## config.mk

```make
export PLATFORM = sky130hd
export DESIGN_NAME = pid_controller_clamped_unit_flat
export DESIGN_NICKNAME = d
export VERILOG_FILES = /design/src/hdl/pcc_pkg.sv /design/src/hdl/pcc_in_if.sv /design/src/hdl/pcc_out_if.sv /design/src/hdl/pcc_seq.sv /design/src/hdl/pcc_dpath.sv /design/src/hdl/pid_controller_clamped_unit.sv /design/src/flat_wrapper.sv
export SDC_FILE = /design/constraint.sdc
export NUM_CORES = 2
export LEC_CHECK = 0
export ABC_AREA = 0
export BUFFER_PORTS_ARGS = -buffer_cell sky130_fd_sc_hd__buf_2
export CAP_MARGIN = 0
export CORE_MARGIN = 8
export CORE_UTILIZATION = 55
export CTS_CLUSTER_SIZE = 10
export DETAILED_ROUTE_END_ITERATION = 16
export PLACE_DENSITY = 0.82
export SKIP_CTS_REPAIR_TIMING = 1
export SYNTH_ARGS = -nofsm -noshare
export SYNTH_HDL_FRONTEND = slang
export SYNTH_HIERARCHICAL = 1
export SYNTH_SLANG_ARGS = --single-unit
```

## constraint.sdc

```tcl
create_clock -name clk -period 40 [get_ports clk]
set_input_delay 10 -clock clk [delete_from_list [all_inputs] [get_ports clk]]
set_output_delay 10 -clock clk [all_outputs]
set_load 0.05 [all_outputs]
```

## src/hdl/pcc_pkg.sv

```systemverilog
package pcc_pkg;

  localparam int DATA_W    = 32;
  localparam int FRAC_W    = 16;
  localparam int PROD_W    = 2 * DATA_W;
  localparam int NUM_W     = DATA_W + FRAC_W;
  localparam int CNT_W     = $clog2(NUM_W);
  localparam int PC_W      = 4;
  localparam int CFG_IDX_W = 3;
  localparam int OP_W      = 4;
  localparam int MS_W      = 3;
  localparam int J_W       = 2;

  typedef logic signed [DATA_W-1:0] val_t;
  typedef logic [DATA_W-1:0]        mag_t;
  typedef logic [PROD_W-1:0]        prod_t;

  localparam val_t  VAL_MAX = {1'b0, {(DATA_W-1){1'b1}}};
  localparam val_t  VAL_MIN = {1'b1, {(DATA_W-1){1'b0}}};
  localparam prod_t MAG_LIM = prod_t'(1) << (DATA_W - 1);

  typedef struct packed {
    logic signed [DATA_W-1:0] reference;
    logic signed [DATA_W-1:0] measurement;
    logic [DATA_W-1:0]        time_step;
  } in_item_t;

  typedef struct packed {
    logic signed [DATA_W-1:0] drive;
    logic                     clamped;
  } out_item_t;

  // configuration register indexes
  localparam logic [CFG_IDX_W-1:0] CFG_GAIN_PROP    = 3'd0;
  localparam logic [CFG_IDX_W-1:0] CFG_GAIN_INTEG   = 3'd1;
  localparam logic [CFG_IDX_W-1:0] CFG_GAIN_DERIV   = 3'd2;
  localparam logic [CFG_IDX_W-1:0] CFG_OUT_MIN      = 3'd3;
  localparam logic [CFG_IDX_W-1:0] CFG_OUT_MAX      = 3'd4;
  localparam logic [CFG_IDX_W-1:0] CFG_INTEG_METHOD = 3'd5;
  localparam logic [CFG_IDX_W-1:0] CFG_WINDUP_CLEAR = 3'd6;

  // datapath operations
  localparam logic [OP_W-1:0] OP_NOP      = 4'd0;
  localparam logic [OP_W-1:0] OP_ERR      = 4'd1;
  localparam logic [OP_W-1:0] OP_TERM     = 4'd2;
  localparam logic [OP_W-1:0] OP_ACC_INT  = 4'd3;
  localparam logic [OP_W-1:0] OP_DIV_INIT = 4'd4;
  localparam logic [OP_W-1:0] OP_DIV_STEP = 4'd5;
  localparam logic [OP_W-1:0] OP_DIV_END  = 4'd6;
  localparam logic [OP_W-1:0] OP_ADD_P    = 4'd7;
  localparam logic [OP_W-1:0] OP_ADD_I    = 4'd8;
  localparam logic [OP_W-1:0] OP_ADD_D    = 4'd9;
  localparam logic [OP_W-1:0] OP_CLAMP    = 4'd10;

  // multiplier operand sources
  localparam logic [MS_W-1:0] MS_NONE = 3'd0;
  localparam logic [MS_W-1:0] MS_TERM = 3'd1;
  localparam logic [MS_W-1:0] MS_P    = 3'd2;
  localparam logic [MS_W-1:0] MS_I    = 3'd3;
  localparam logic [MS_W-1:0] MS_D    = 3'd4;

  // sequencing
  localparam logic [J_W-1:0] J_NEXT = 2'd0;
  localparam logic [J_W-1:0] J_LOOP = 2'd1;
  localparam logic [J_W-1:0] J_DONE = 2'd2;

  // program addresses
  localparam logic [PC_W-1:0] PC_ERR   = 4'd0;
  localparam logic [PC_W-1:0] PC_TERM  = 4'd1;
  localparam logic [PC_W-1:0] PC_MTERM = 4'd2;
  localparam logic [PC_W-1:0] PC_ACC   = 4'd3;
  localparam logic [PC_W-1:0] PC_DINIT = 4'd4;
  localparam logic [PC_W-1:0] PC_DSTEP = 4'd5;
  localparam logic [PC_W-1:0] PC_DEND  = 4'd6;
  localparam logic [PC_W-1:0] PC_MP    = 4'd7;
  localparam logic [PC_W-1:0] PC_AP    = 4'd8;
  localparam logic [PC_W-1:0] PC_MI    = 4'd9;
  localparam logic [PC_W-1:0] PC_AI    = 4'd10;
  localparam logic [PC_W-1:0] PC_MD    = 4'd11;
  localparam logic [PC_W-1:0] PC_AD    = 4'd12;
  localparam logic [PC_W-1:0] PC_CLAMP = 4'd13;

  typedef struct packed {
    logic [OP_W-1:0] op;
    logic [MS_W-1:0] msrc;
    logic [J_W-1:0]  jmp;
    logic [PC_W-1:0] target;
  } uword_t;

  typedef struct packed {
    logic            load;
    logic            en;
    logic [OP_W-1:0] op;
    logic [MS_W-1:0] msrc;
  } ctrl_t;

  typedef struct packed {
    logic div_last;
    logic out_hold;
  } stat_t;

  function automatic uword_t ucode(input logic [PC_W-1:0] pc);
    uword_t w;
    case (pc)
      PC_ERR:   w = {OP_ERR,      MS_NONE, J_NEXT, PC_ERR};
      PC_TERM:  w = {OP_TERM,     MS_NONE, J_NEXT, PC_ERR};
      PC_MTERM: w = {OP_NOP,      MS_TERM, J_NEXT, PC_ERR};
      PC_ACC:   w = {OP_ACC_INT,  MS_NONE, J_NEXT, PC_ERR};
      PC_DINIT: w = {OP_DIV_INIT, MS_NONE, J_NEXT, PC_ERR};
      PC_DSTEP: w = {OP_DIV_STEP, MS_NONE, J_LOOP, PC_DSTEP};
      PC_DEND:  w = {OP_DIV_END,  MS_NONE, J_NEXT, PC_ERR};
      PC_MP:    w = {OP_NOP,      MS_P,    J_NEXT, PC_ERR};
      PC_AP:    w = {OP_ADD_P,    MS_NONE, J_NEXT, PC_ERR};
      PC_MI:    w = {OP_NOP,      MS_I,    J_NEXT, PC_ERR};
      PC_AI:    w = {OP_ADD_I,    MS_NONE, J_NEXT, PC_ERR};
      PC_MD:    w = {OP_NOP,      MS_D,    J_NEXT, PC_ERR};
      PC_AD:    w = {OP_ADD_D,    MS_NONE, J_NEXT, PC_ERR};
      PC_CLAMP: w = {OP_CLAMP,    MS_NONE, J_DONE, PC_ERR};
      default:  w = {OP_NOP,      MS_NONE, J_DONE, PC_ERR};
    endcase
    return w;
  endfunction

  function automatic mag_t mag_of(input val_t a);
    mag_t m;
    m = a[DATA_W-1] ? mag_t'(0) - mag_t'(a) : mag_t'(a);
    return m;
  endfunction

  function automatic val_t sadd(input val_t a, input val_t b);
    logic [DATA_W:0] s;
    val_t r;
    s = {a[DATA_W-1], a} + {b[DATA_W-1], b};
    if (s[DATA_W] != s[DATA_W-1]) r = s[DATA_W] ? VAL_MIN : VAL_MAX;
    else r = val_t'(s[DATA_W-1:0]);
    return r;
  endfunction

  function automatic val_t ssub(input val_t a, input val_t b);
    logic [DATA_W:0] s;
    val_t r;
    s = {a[DATA_W-1], a} - {b[DATA_W-1], b};
    if (s[DATA_W] != s[DATA_W-1]) r = s[DATA_W] ? VAL_MIN : VAL_MAX;
    else r = val_t'(s[DATA_W-1:0]);
    return r;
  endfunction

  // mean rounded toward minus infinity
  function automatic val_t fmean(input val_t a, input val_t b);
    logic [DATA_W:0] s;
    s = {a[DATA_W-1], a} + {b[DATA_W-1], b};
    return val_t'(s[DATA_W:1]);
  endfunction

  // sign and magnitude back to a saturated value
  function automatic val_t sat_mag(input logic neg, input prod_t m);
    mag_t lowm;
    val_t r;
    lowm = m[DATA_W-1:0];
    if (neg) r = (m >= MAG_LIM) ? VAL_MIN : val_t'(mag_t'(0) - lowm);
    else r = (m >= MAG_LIM) ? VAL_MAX : val_t'(lowm);
    return r;
  endfunction

endpackage

```

## src/hdl/pcc_in_if.sv

```systemverilog
interface pcc_in_if;
  import pcc_pkg::*;

  logic     valid;
  logic     ready;
  in_item_t data;

  modport source (output valid, output data, input ready);
  modport sink (input valid, input data, output ready);
endinterface

```

## src/hdl/pcc_out_if.sv

```systemverilog
interface pcc_out_if;
  import pcc_pkg::*;

  logic      valid;
  logic      ready;
  out_item_t data;

  modport source (output valid, output data, input ready);
  modport sink (input valid, input data, output ready);
endinterface

```

## src/hdl/pcc_seq.sv

```systemverilog
module pcc_seq (
  input  logic            clk,
  input  logic            rst_n,
  input  logic            in_valid,
  output logic            in_ready,
  input  pcc_pkg::stat_t  stat,
  output pcc_pkg::ctrl_t  ctrl
);
  import pcc_pkg::*;

  logic            busy_r, busy_nxt;
  logic [PC_W-1:0] pc_r, pc_nxt;
  uword_t          uw;
  logic            load, stall, en;

  assign uw       = ucode(pc_r);
  assign in_ready = !busy_r;
  assign load     = in_valid && !busy_r;
  // the final step waits until the output register is free
  assign stall    = (uw.jmp == J_DONE) && stat.out_hold;
  assign en       = busy_r && !stall;

  always_comb begin
    busy_nxt = busy_r;
    pc_nxt   = pc_r;
    if (load) begin
      busy_nxt = 1'b1;
      pc_nxt   = PC_ERR;
    end else if (en) begin
      case (uw.jmp)
        J_NEXT: pc_nxt = pc_r + 1'b1;
        J_LOOP: pc_nxt = stat.div_last ? pc_r + 1'b1 : uw.target;
        J_DONE: begin
          busy_nxt = 1'b0;
          pc_nxt   = PC_ERR;
        end
        default: begin
          busy_nxt = 1'b0;
          pc_nxt   = PC_ERR;
        end
      endcase
    end
  end

  assign ctrl = '{load: load, en: en, op: uw.op, msrc: uw.msrc};

  always_ff @(posedge clk) begin
    if (!rst_n) begin
      busy_r <= 1'b0;
      pc_r   <= PC_ERR;
    end else begin
      busy_r <= busy_nxt;
      pc_r   <= pc_nxt;
    end
  end
endmodule

```

## src/hdl/pcc_dpath.sv

```systemverilog
module pcc_dpath (
  input  logic                              clk,
  input  logic                              rst_n,
  input  pcc_pkg::ctrl_t                    ctrl,
  output pcc_pkg::stat_t                    stat,
  input  pcc_pkg::in_item_t                 in_data,
  input  logic                              cfg_we,
  input  logic [pcc_pkg::CFG_IDX_W-1:0]     cfg_idx,
  input  logic [pcc_pkg::DATA_W-1:0]        cfg_wdata,
  output logic                              out_valid,
  input  logic                              out_ready,
  output pcc_pkg::out_item_t                out_data
);
  import pcc_pkg::*;

  // configuration
  val_t gp_r, gi_r, gd_r, lo_r, hi_r;
  logic method_r, windup_r;

  // item operands and working registers
  val_t ref_r, meas_r;
  mag_t dt_r;
  val_t e_r, last_r, integ_r, term_r, diff_r, deriv_r, u_r;

  prod_t prod_r;
  logic  prod_neg_r;

  logic [NUM_W-1:0] num_r;
  mag_t             rem_r;
  logic [CNT_W-1:0] cnt_r;
  logic             dneg_r;

  logic out_valid_r, out_valid_nxt;
  val_t drive_r;
  logic clip_r;

  mag_t            mul_a, mul_b;
  logic            mul_neg;
  val_t            fix_v;
  logic [DATA_W:0] rem_sh, rem_dif;
  logic            qbit;
  logic            below, above, clip, do_clamp;

  always_comb begin
    case (ctrl.msrc)
      MS_TERM: begin
        mul_a   = mag_of(term_r);
        mul_b   = dt_r;
        mul_neg = term_r[DATA_W-1];
      end
      MS_P: begin
        mul_a   = mag_of(gp_r);
        mul_b   = mag_of(e_r);
        mul_neg = gp_r[DATA_W-1] ^ e_r[DATA_W-1];
      end
      MS_I: begin
        mul_a   = mag_of(gi_r);
        mul_b   = mag_of(integ_r);
        mul_neg = gi_r[DATA_W-1] ^ integ_r[DATA_W-1];
      end
      MS_D: begin
        mul_a   = mag_of(gd_r);
        mul_b   = mag_of(deriv_r);
        mul_neg = gd_r[DATA_W-1] ^ deriv_r[DATA_W-1];
      end
      default: begin
        mul_a   = '0;
        mul_b   = '0;
        mul_neg = 1'b0;
      end
    endcase
  end

  // product magnitude scaled down, truncating toward zero
  assign fix_v = sat_mag(prod_neg_r, prod_r >> FRAC_W);

  // restoring divider, one quotient bit per step
  assign rem_sh  = {rem_r, num_r[NUM_W-1]};
  assign rem_dif = rem_sh - {1'b0, dt_r};
  assign qbit    = rem_sh >= {1'b0, dt_r};

  // low limit has priority when the limits are crossed
  assign below    = u_r < lo_r;
  assign above    = u_r > hi_r;
  assign clip     = below || above;
  assign do_clamp = ctrl.en && (ctrl.op == OP_CLAMP);

  assign out_valid_nxt = (out_valid_r && !out_ready) || do_clamp;

  assign stat.div_last = (cnt_r == '0);
  assign stat.out_hold = out_valid_r && !out_ready;

  assign out_valid        = out_valid_r;
  assign out_data.drive   = drive_r;
  assign out_data.clamped = clip_r;

  always_ff @(posedge clk) begin
    if (!rst_n) begin
      gp_r        <= '0;
      gi_r        <= '0;
      gd_r        <= '0;
      lo_r        <= VAL_MIN;
      hi_r        <= VAL_MAX;
      method_r    <= 1'b0;
      windup_r    <= 1'b1;
      last_r      <= '0;
      integ_r     <= '0;
      out_valid_r <= 1'b0;
    end else begin
      if (cfg_we) begin
        case (cfg_idx)
          CFG_GAIN_PROP:    gp_r     <= val_t'(cfg_wdata);
          CFG_GAIN_INTEG:   gi_r     <= val_t'(cfg_wdata);
          CFG_GAIN_DERIV:   gd_r     <= val_t'(cfg_wdata);
          CFG_OUT_MIN:      lo_r     <= val_t'(cfg_wdata);
          CFG_OUT_MAX:      hi_r     <= val_t'(cfg_wdata);
          CFG_INTEG_METHOD: method_r <= cfg_wdata[0];
          CFG_WINDUP_CLEAR: windup_r <= cfg_wdata[0];
          default: ;
        endcase
      end
      out_valid_r <= out_valid_nxt;
      if (ctrl.en) begin
        case (ctrl.op)
          OP_ACC_INT: integ_r <= sadd(integ_r, fix_v);
          OP_DIV_END: last_r  <= e_r;
          OP_CLAMP: begin
            if (clip && windup_r) integ_r <= '0;
          end
          default: ;
        endcase
      end
    end
  end

  always_ff @(posedge clk) begin
    if (ctrl.load) begin
      ref_r  <= in_data.reference;
      meas_r <= in_data.measurement;
      dt_r   <= in_data.time_step;
    end
    if (ctrl.en && (ctrl.msrc != MS_NONE)) begin
      prod_r     <= mul_a * mul_b;
      prod_neg_r <= mul_neg;
    end
    if (ctrl.en) begin
      case (ctrl.op)
        OP_ERR: e_r <= ssub(ref_r, meas_r);
        OP_TERM: begin
          term_r <= method_r ? fmean(e_r, last_r) : e_r;
          diff_r <= ssub(e_r, last_r);
        end
        OP_DIV_INIT: begin
          num_r  <= {mag_of(diff_r), {FRAC_W{1'b0}}};
          rem_r  <= '0;
          cnt_r  <= CNT_W'(NUM_W - 1);
          dneg_r <= diff_r[DATA_W-1];
        end
        OP_DIV_STEP: begin
          rem_r <= qbit ? rem_dif[DATA_W-1:0] : rem_sh[DATA_W-1:0];
          num_r <= {num_r[NUM_W-2:0], qbit};
          cnt_r <= cnt_r - 1'b1;
        end
        // no change in error gives zero even for a zero time step
        OP_DIV_END: deriv_r <= (diff_r == '0) ? '0 : sat_mag(dneg_r, prod_t'(num_r));
        OP_ADD_P:   u_r <= fix_v;
        OP_ADD_I:   u_r <= sadd(u_r, fix_v);
        OP_ADD_D:   u_r <= sadd(u_r, fix_v);
        OP_CLAMP: begin
          drive_r <= below ? lo_r : (above ? hi_r : u_r);
          clip_r  <= clip;
        end
        default: ;
      endcase
    end
  end
endmodule

```

## src/hdl/pid_controller_clamped_unit.sv

```systemverilog
// Channel  Dir  Handshake           Word
// in_ch    in   valid/ready         reference, measurement, time_step
// out_ch   out  valid/ready         drive, clamped
// cfg_*    in   cfg_we, no stall    cfg_idx selects register, cfg_wdata
//
// One word at a time: a new input word is accepted only after the previous
// one has run to the end. The microprogram runs 13 steps plus 48
// steps of the bit-serial divider by time_step, which make up most of the run.
// Synchronous active-low reset; configuration registers, integral and last error
// come up at their reset values and no clearing pass is needed.
// A result waiting on out_ch does not block input; the final step holds only
// if the previous result is still not taken.
module pid_controller_clamped_unit (
  input  logic                          clk,
  input  logic                          rst_n,
  pcc_in_if.sink                        in_ch,
  pcc_out_if.source                     out_ch,
  input  logic                          cfg_we,
  input  logic [pcc_pkg::CFG_IDX_W-1:0] cfg_idx,
  input  logic [pcc_pkg::DATA_W-1:0]    cfg_wdata
);
  import pcc_pkg::*;

  ctrl_t ctrl;
  stat_t stat;
  logic  in_ready;

  assign in_ch.ready = in_ready;

  pcc_seq u_seq (
    .clk      (clk),
    .rst_n    (rst_n),
    .in_valid (in_ch.valid),
    .in_ready (in_ready),
    .stat     (stat),
    .ctrl     (ctrl)
  );

  pcc_dpath u_dpath (
    .clk       (clk),
    .rst_n     (rst_n),
    .ctrl      (ctrl),
    .stat      (stat),
    .in_data   (in_ch.data),
    .cfg_we    (cfg_we),
    .cfg_idx   (cfg_idx),
    .cfg_wdata (cfg_wdata),
    .out_valid (out_ch.valid),
    .out_ready (out_ch.ready),
    .out_data  (out_ch.data)
  );
endmodule

```

## src/flat_wrapper.sv

```systemverilog
// flat-port wrapper written by rule: the top's interface ports become plain ports
module pid_controller_clamped_unit_flat import pcc_pkg::*;
  (clk, rst_n, cfg_we, cfg_idx, cfg_wdata, in_ch_valid, in_ch_data, in_ch_ready, out_ch_valid, out_ch_data, out_ch_ready);
  pcc_in_if in_ch_i ();
  pcc_out_if out_ch_i ();
  input  logic clk;
  input  logic rst_n;
  input  logic cfg_we;
  input  logic [pcc_pkg::CFG_IDX_W-1:0] cfg_idx;
  input  logic [pcc_pkg::DATA_W-1:0] cfg_wdata;
  input wire logic [$bits(in_ch_i.valid)-1:0] in_ch_valid;
  input wire logic [$bits(in_ch_i.data)-1:0] in_ch_data;
  output wire logic [$bits(in_ch_i.ready)-1:0] in_ch_ready;
  output wire logic [$bits(out_ch_i.valid)-1:0] out_ch_valid;
  output wire logic [$bits(out_ch_i.data)-1:0] out_ch_data;
  input wire logic [$bits(out_ch_i.ready)-1:0] out_ch_ready;
  assign in_ch_i.valid = in_ch_valid;
  assign in_ch_i.data = in_ch_data;
  assign in_ch_ready = in_ch_i.ready;
  assign out_ch_valid = out_ch_i.valid;
  assign out_ch_data = out_ch_i.data;
  assign out_ch_i.ready = out_ch_ready;
  pid_controller_clamped_unit u_core (.clk(clk), .rst_n(rst_n), .in_ch(in_ch_i), .out_ch(out_ch_i), .cfg_we(cfg_we), .cfg_idx(cfg_idx), .cfg_wdata(cfg_wdata));
endmodule
```

==> flow_summary.toml <==
[logic_synthesis]
ys_seq_area_share_pct = 23.1
syn-cell-area_mm2 = 0.0761
postSynthNetCount = 10341
yosys_warnings = 6
synth_enable_flop_cells = 425
synthMostInstantiatedCell = "sky130_fd_sc_hd__inv_1"
synth_top_cell_by_area = "sky130_fd_sc_hd__fa_1"
synth.mux.area_fraction_pct = 0.648
unique_cell_type_count_in_the_yosys_netlist = 100
syn-mean-instance-area_um2 = 8.67
synth.top_cells.by_count = "sky130_fd_sc_hd__inv_1 (1,220), sky130_fd_sc_hd__nand2_1 (1,193), sky130_fd_sc_hd__nor2_1 (1,006)"
postSynthCellCount = 8776
synth_top_family_by_area = "adder cells"
synthesized_area_fraction_occupied_by_adder_cells_pct = 32.6
post-synth-top-area-fraction_pct = 23.7
synth_compound_area_share_pct = 13.1
synth_seq_cells = 666
synth.top_cells.by_area = "sky130_fd_sc_hd__fa_1 (24%), sky130_fd_sc_hd__edfxtp_1 (17%), sky130_fd_sc_hd__ha_1 (8.7%), sky130_fd_sc_hd__dfxtp_1 (6.3%), sky130_fd_sc_hd__inv_1 (6.0%)"
synth_xor_xnor_area_share_pct = 5.28
async_flop_share_pct = 0
synthSimpleGateAreaFrac_pct = 16.9
ys_dominant_reg_cell = "sky130_fd_sc_hd__edfxtp_1"

[cells_and_area]
design.final.nets = 10301
area_growth_syn_to_fin_pct = 7.00
num-fill-cells = 11510
final_util_pct = 59.3
registers_with_the_highest_flip_flop_counts = "u_core/u_dpath/num_r x48, u_core/u_dpath/prod_r x48"
drive_above_1_share_pct = 6.24

[pwr]
comb_power_share_pct = 13.2
power_frac_clock_pct = 41.0
switchingPower_mw = 0.476
leakage_component_of_the_power_nw = 35.8
pwr-share-seq_pct = 45.8
power-per-cell-area_mw_per_mm2 = 20.9
p_sw_share_pct = 28.0
ir_worst_vdd_v = 0.0000444
internal-power_mw = 1.22

[die]
io_pins = 171
die_area_mm2 = 0.150
die-width_um = 388
floorplan.initialDensity_pct = 55.4
core_area_mm2 = 0.137
rows = 136
dieHeight_um = 388

[critical_path]
worst_ep_arrival_time_ns = 12.67
timing.critical_path.to = "u_core/u_dpath/prod_r[56]$_DFFE_PP_"
critical_path.reg2reg.endpoint = "u_core/u_dpath/prod_r[56]$_DFFE_PP_"
timing.reg2reg.worst_path_depth = 29
path_max_fanout = 22
crit_top_cell = "sky130_fd_sc_hd__fa_1"
timing.setup.critical_path_class = "reg -> reg"
reg2reg_from = "u_core/u_dpath/gd_r[4]$_SDFFE_PN0P_"
type_of_origin_of_the_critical_path = "flip-flop"
end_kind = "flip-flop"
critPathMaxStageDelay_ns = 1.02
worst_path_max_delay_cell = "sky130_fd_sc_hd__or3_1"
worst_setup_path_startpoint = "u_core/u_dpath/gd_r[4]$_SDFFE_PN0P_"
worst-r2r-setup-slack_ns = 27.77
timing.critical_path.required_ns = 40.43

[worst_hold_path]
hp-class = "reg -> reg"

[clock_tree]
insertion_delay_ns = 0.69
numCtsBuffers = 80
tritoncts = "built"
cts_buffer_depth = 3
cts_root_buffer_type = "sky130_fd_sc_hd__clkbuf_16"
clk_pin_slew_worst_setup_hold_paths_ns = 0.06
clock_sinks = 666
h-tree-depth = 3

[global_routing]
vias_in_the_first_global_route = 64785
grt_most_used_layer = "met2"
grt_use_met2_pct = 48.1
largest_net_degree_at_the_start_of_global_routing = 99
grt_use_met1_pct = 37.6
antenna_found_initial = 5
use_met3_pct = 8.49
track_usage_pct = 31.0
grt_first_pass_wirelength_mm = 367
overflow = 0

[placed_design]
place.detailed.hpwl_mm = 186
gp_congestion = 1.02
portBuffers = 170

[timing]
max_slew.worst_pin.slew_ns = 1.40
number_of_hold_violations_in_the_final_report = 0
period_share_pct = 30.6
timing.final.max_slew_violations = 0
final.setup_skew_ns = 0.0393
worst_relative_slew_slack_pct = 6.56
layout_min_cycle_time_ns = 12.23
grt_setup_unrepaired = "no"
fmax_mhz = 81.7
finalSetupTns_ns = 0
setup_viol = 0
smallest_hold_slack_ns = 0.468

[detailed_routing]
drt_drc_violations_left = 0
drt_wl_total_mm = 240
antenna_violating_nets_post_route = 0
drt-pass1-iter-count = 14
dr_total_vias = 65012
drt_first_iter_violations = 7346
routedWlPerCell_um = 22.7
via_per_inst = 6.14

[run]
max_cap_viol_count = 0

[outcome]
status = "complete, no violations"
-- metal layers --
| layer | vias up | wire length, um |
|---|---|---|
| li1 | 28762 | - |
| met1 | 31376 | 87800 |
| met2 | 3804 | 105000 |
| met3 | 1068 | 27000 |
| met4 | 2 | 20500 |
| met5 | - | 16 |
-- power groups by stage --
stage	sequential [mW]	combinational [mW]	clock, mW
4_1_cts	0.776	0.218	0.705
6_report	0.778	0.225	0.696
5_1_grt	0.778	0.241	0.731
3_5_place_dp	0.791	0.216	0
3_3_place_gp	0.790	0.211	0
2_1_floorplan	0.777	0.152	0
-- worst min-delay path by stage --
stage | startpoint | to | depth (start not counted)
after detailed placement | u_core/u_dpath/hi_r[31]$_SDFFE_PN0P_ | u_core/u_dpath/hi_r[31]$_SDFFE_PN0P_ | 2
after floorplan | u_core/u_dpath/hi_r[31]$_SDFFE_PN0P_ | u_core/u_dpath/hi_r[31]$_SDFFE_PN0P_ | 2
after CTS | u_core/u_dpath/hi_r[31]$_SDFFE_PN0P_ | u_core/u_dpath/hi_r[31]$_SDFFE_PN0P_ | 2
after global routing | u_core/u_dpath/gp_r[11]$_SDFFE_PN0P_ | u_core/u_dpath/gp_r[11]$_SDFFE_PN0P_ | 2
after global placement | u_core/u_dpath/hi_r[31]$_SDFFE_PN0P_ | u_core/u_dpath/hi_r[31]$_SDFFE_PN0P_ | 2
final | u_core/u_dpath/hi_r[31]$_SDFFE_PN0P_ | u_core/u_dpath/hi_r[31]$_SDFFE_PN0P_ | 2
-- stage by stage --
step / power, mW / worst slack (ns) / area [um2] / instances
after floorplan: 0.928 / 20.56 / 76100 / 8776
after global placement: 1.00 / 27.39 / 78900 / 10448
after detailed placement: 1.01 / 27.34 / 78900 / 10448
after CTS: 1.70 / 28.04 / 81400 / 10587
after global routing: 1.75 / 27.33 / 81400 / 10587
final: 1.70 / 27.77 / 81400 / 10590
-- cells in the final DEF, fill, tap and decap left out, drive strengths merged, types with 91 or more instances in the layout --
master / synthesis / final
inv: 1220 / 1223
a21oi: 546 / 546
xor2: 280 / 280
xnor2: 179 / 179
dfxtp: 241 / 241
a21o: 133 / 133
ha: 528 / 528
o21ai: 340 / 340
buf: 42 / 311
nand2: 1193 / 1193
fa: 901 / 901
clkbuf: 391 / 129
nor2: 1006 / 1006
o31ai: 91 / 91
edfxtp: 425 / 425
nor3: 92 / 92
-- kinds of logic (layout without fill, tap and decap cells) --
logic type               Yosys count  count (layout)
other                              0               3
XOR/XNOR                         459             459
buffers and inverters           1656            1673
AO/OA/AOI/OAI                   1578            1578
AND/OR/NAND/NOR                 2921            2921
multiplexers                      48              48
flip-flops                       666             666
adder cells (fa/ha/maj)         1448            1448
-- area by class of cell --
| type | count | area (um2) | area share (%) |
|---|---|---|---|
| Tap cell | 1794 | 2240 | 2.76 |
| Inverter | 1223 | 4590 | 5.64 |
| Timing Repair Buffer | 311 | 1910 | 2.35 |
| Sequential cell | 666 | 17600 | 21.6 |
| Clock inverter | 10 | 176 | 0.217 |
| Multi-Input combinational cell | 6454 | 52600 | 64.6 |
| Clock buffer | 129 | 2280 | 2.80 |
| Antenna cell | 3 | 7.51 | 0.00922 |
-- critical path, delay by kind of cell (launching register included) --
family	cells	cell delay, ns
compound gates	6	2.51
flops	1	0.36
fa+ha+maj	9	4.28
buf+inv	3	0.16
xor+xnor	2	0.24
simple gates	9	4.42
(Power assumes the default switching activity.)
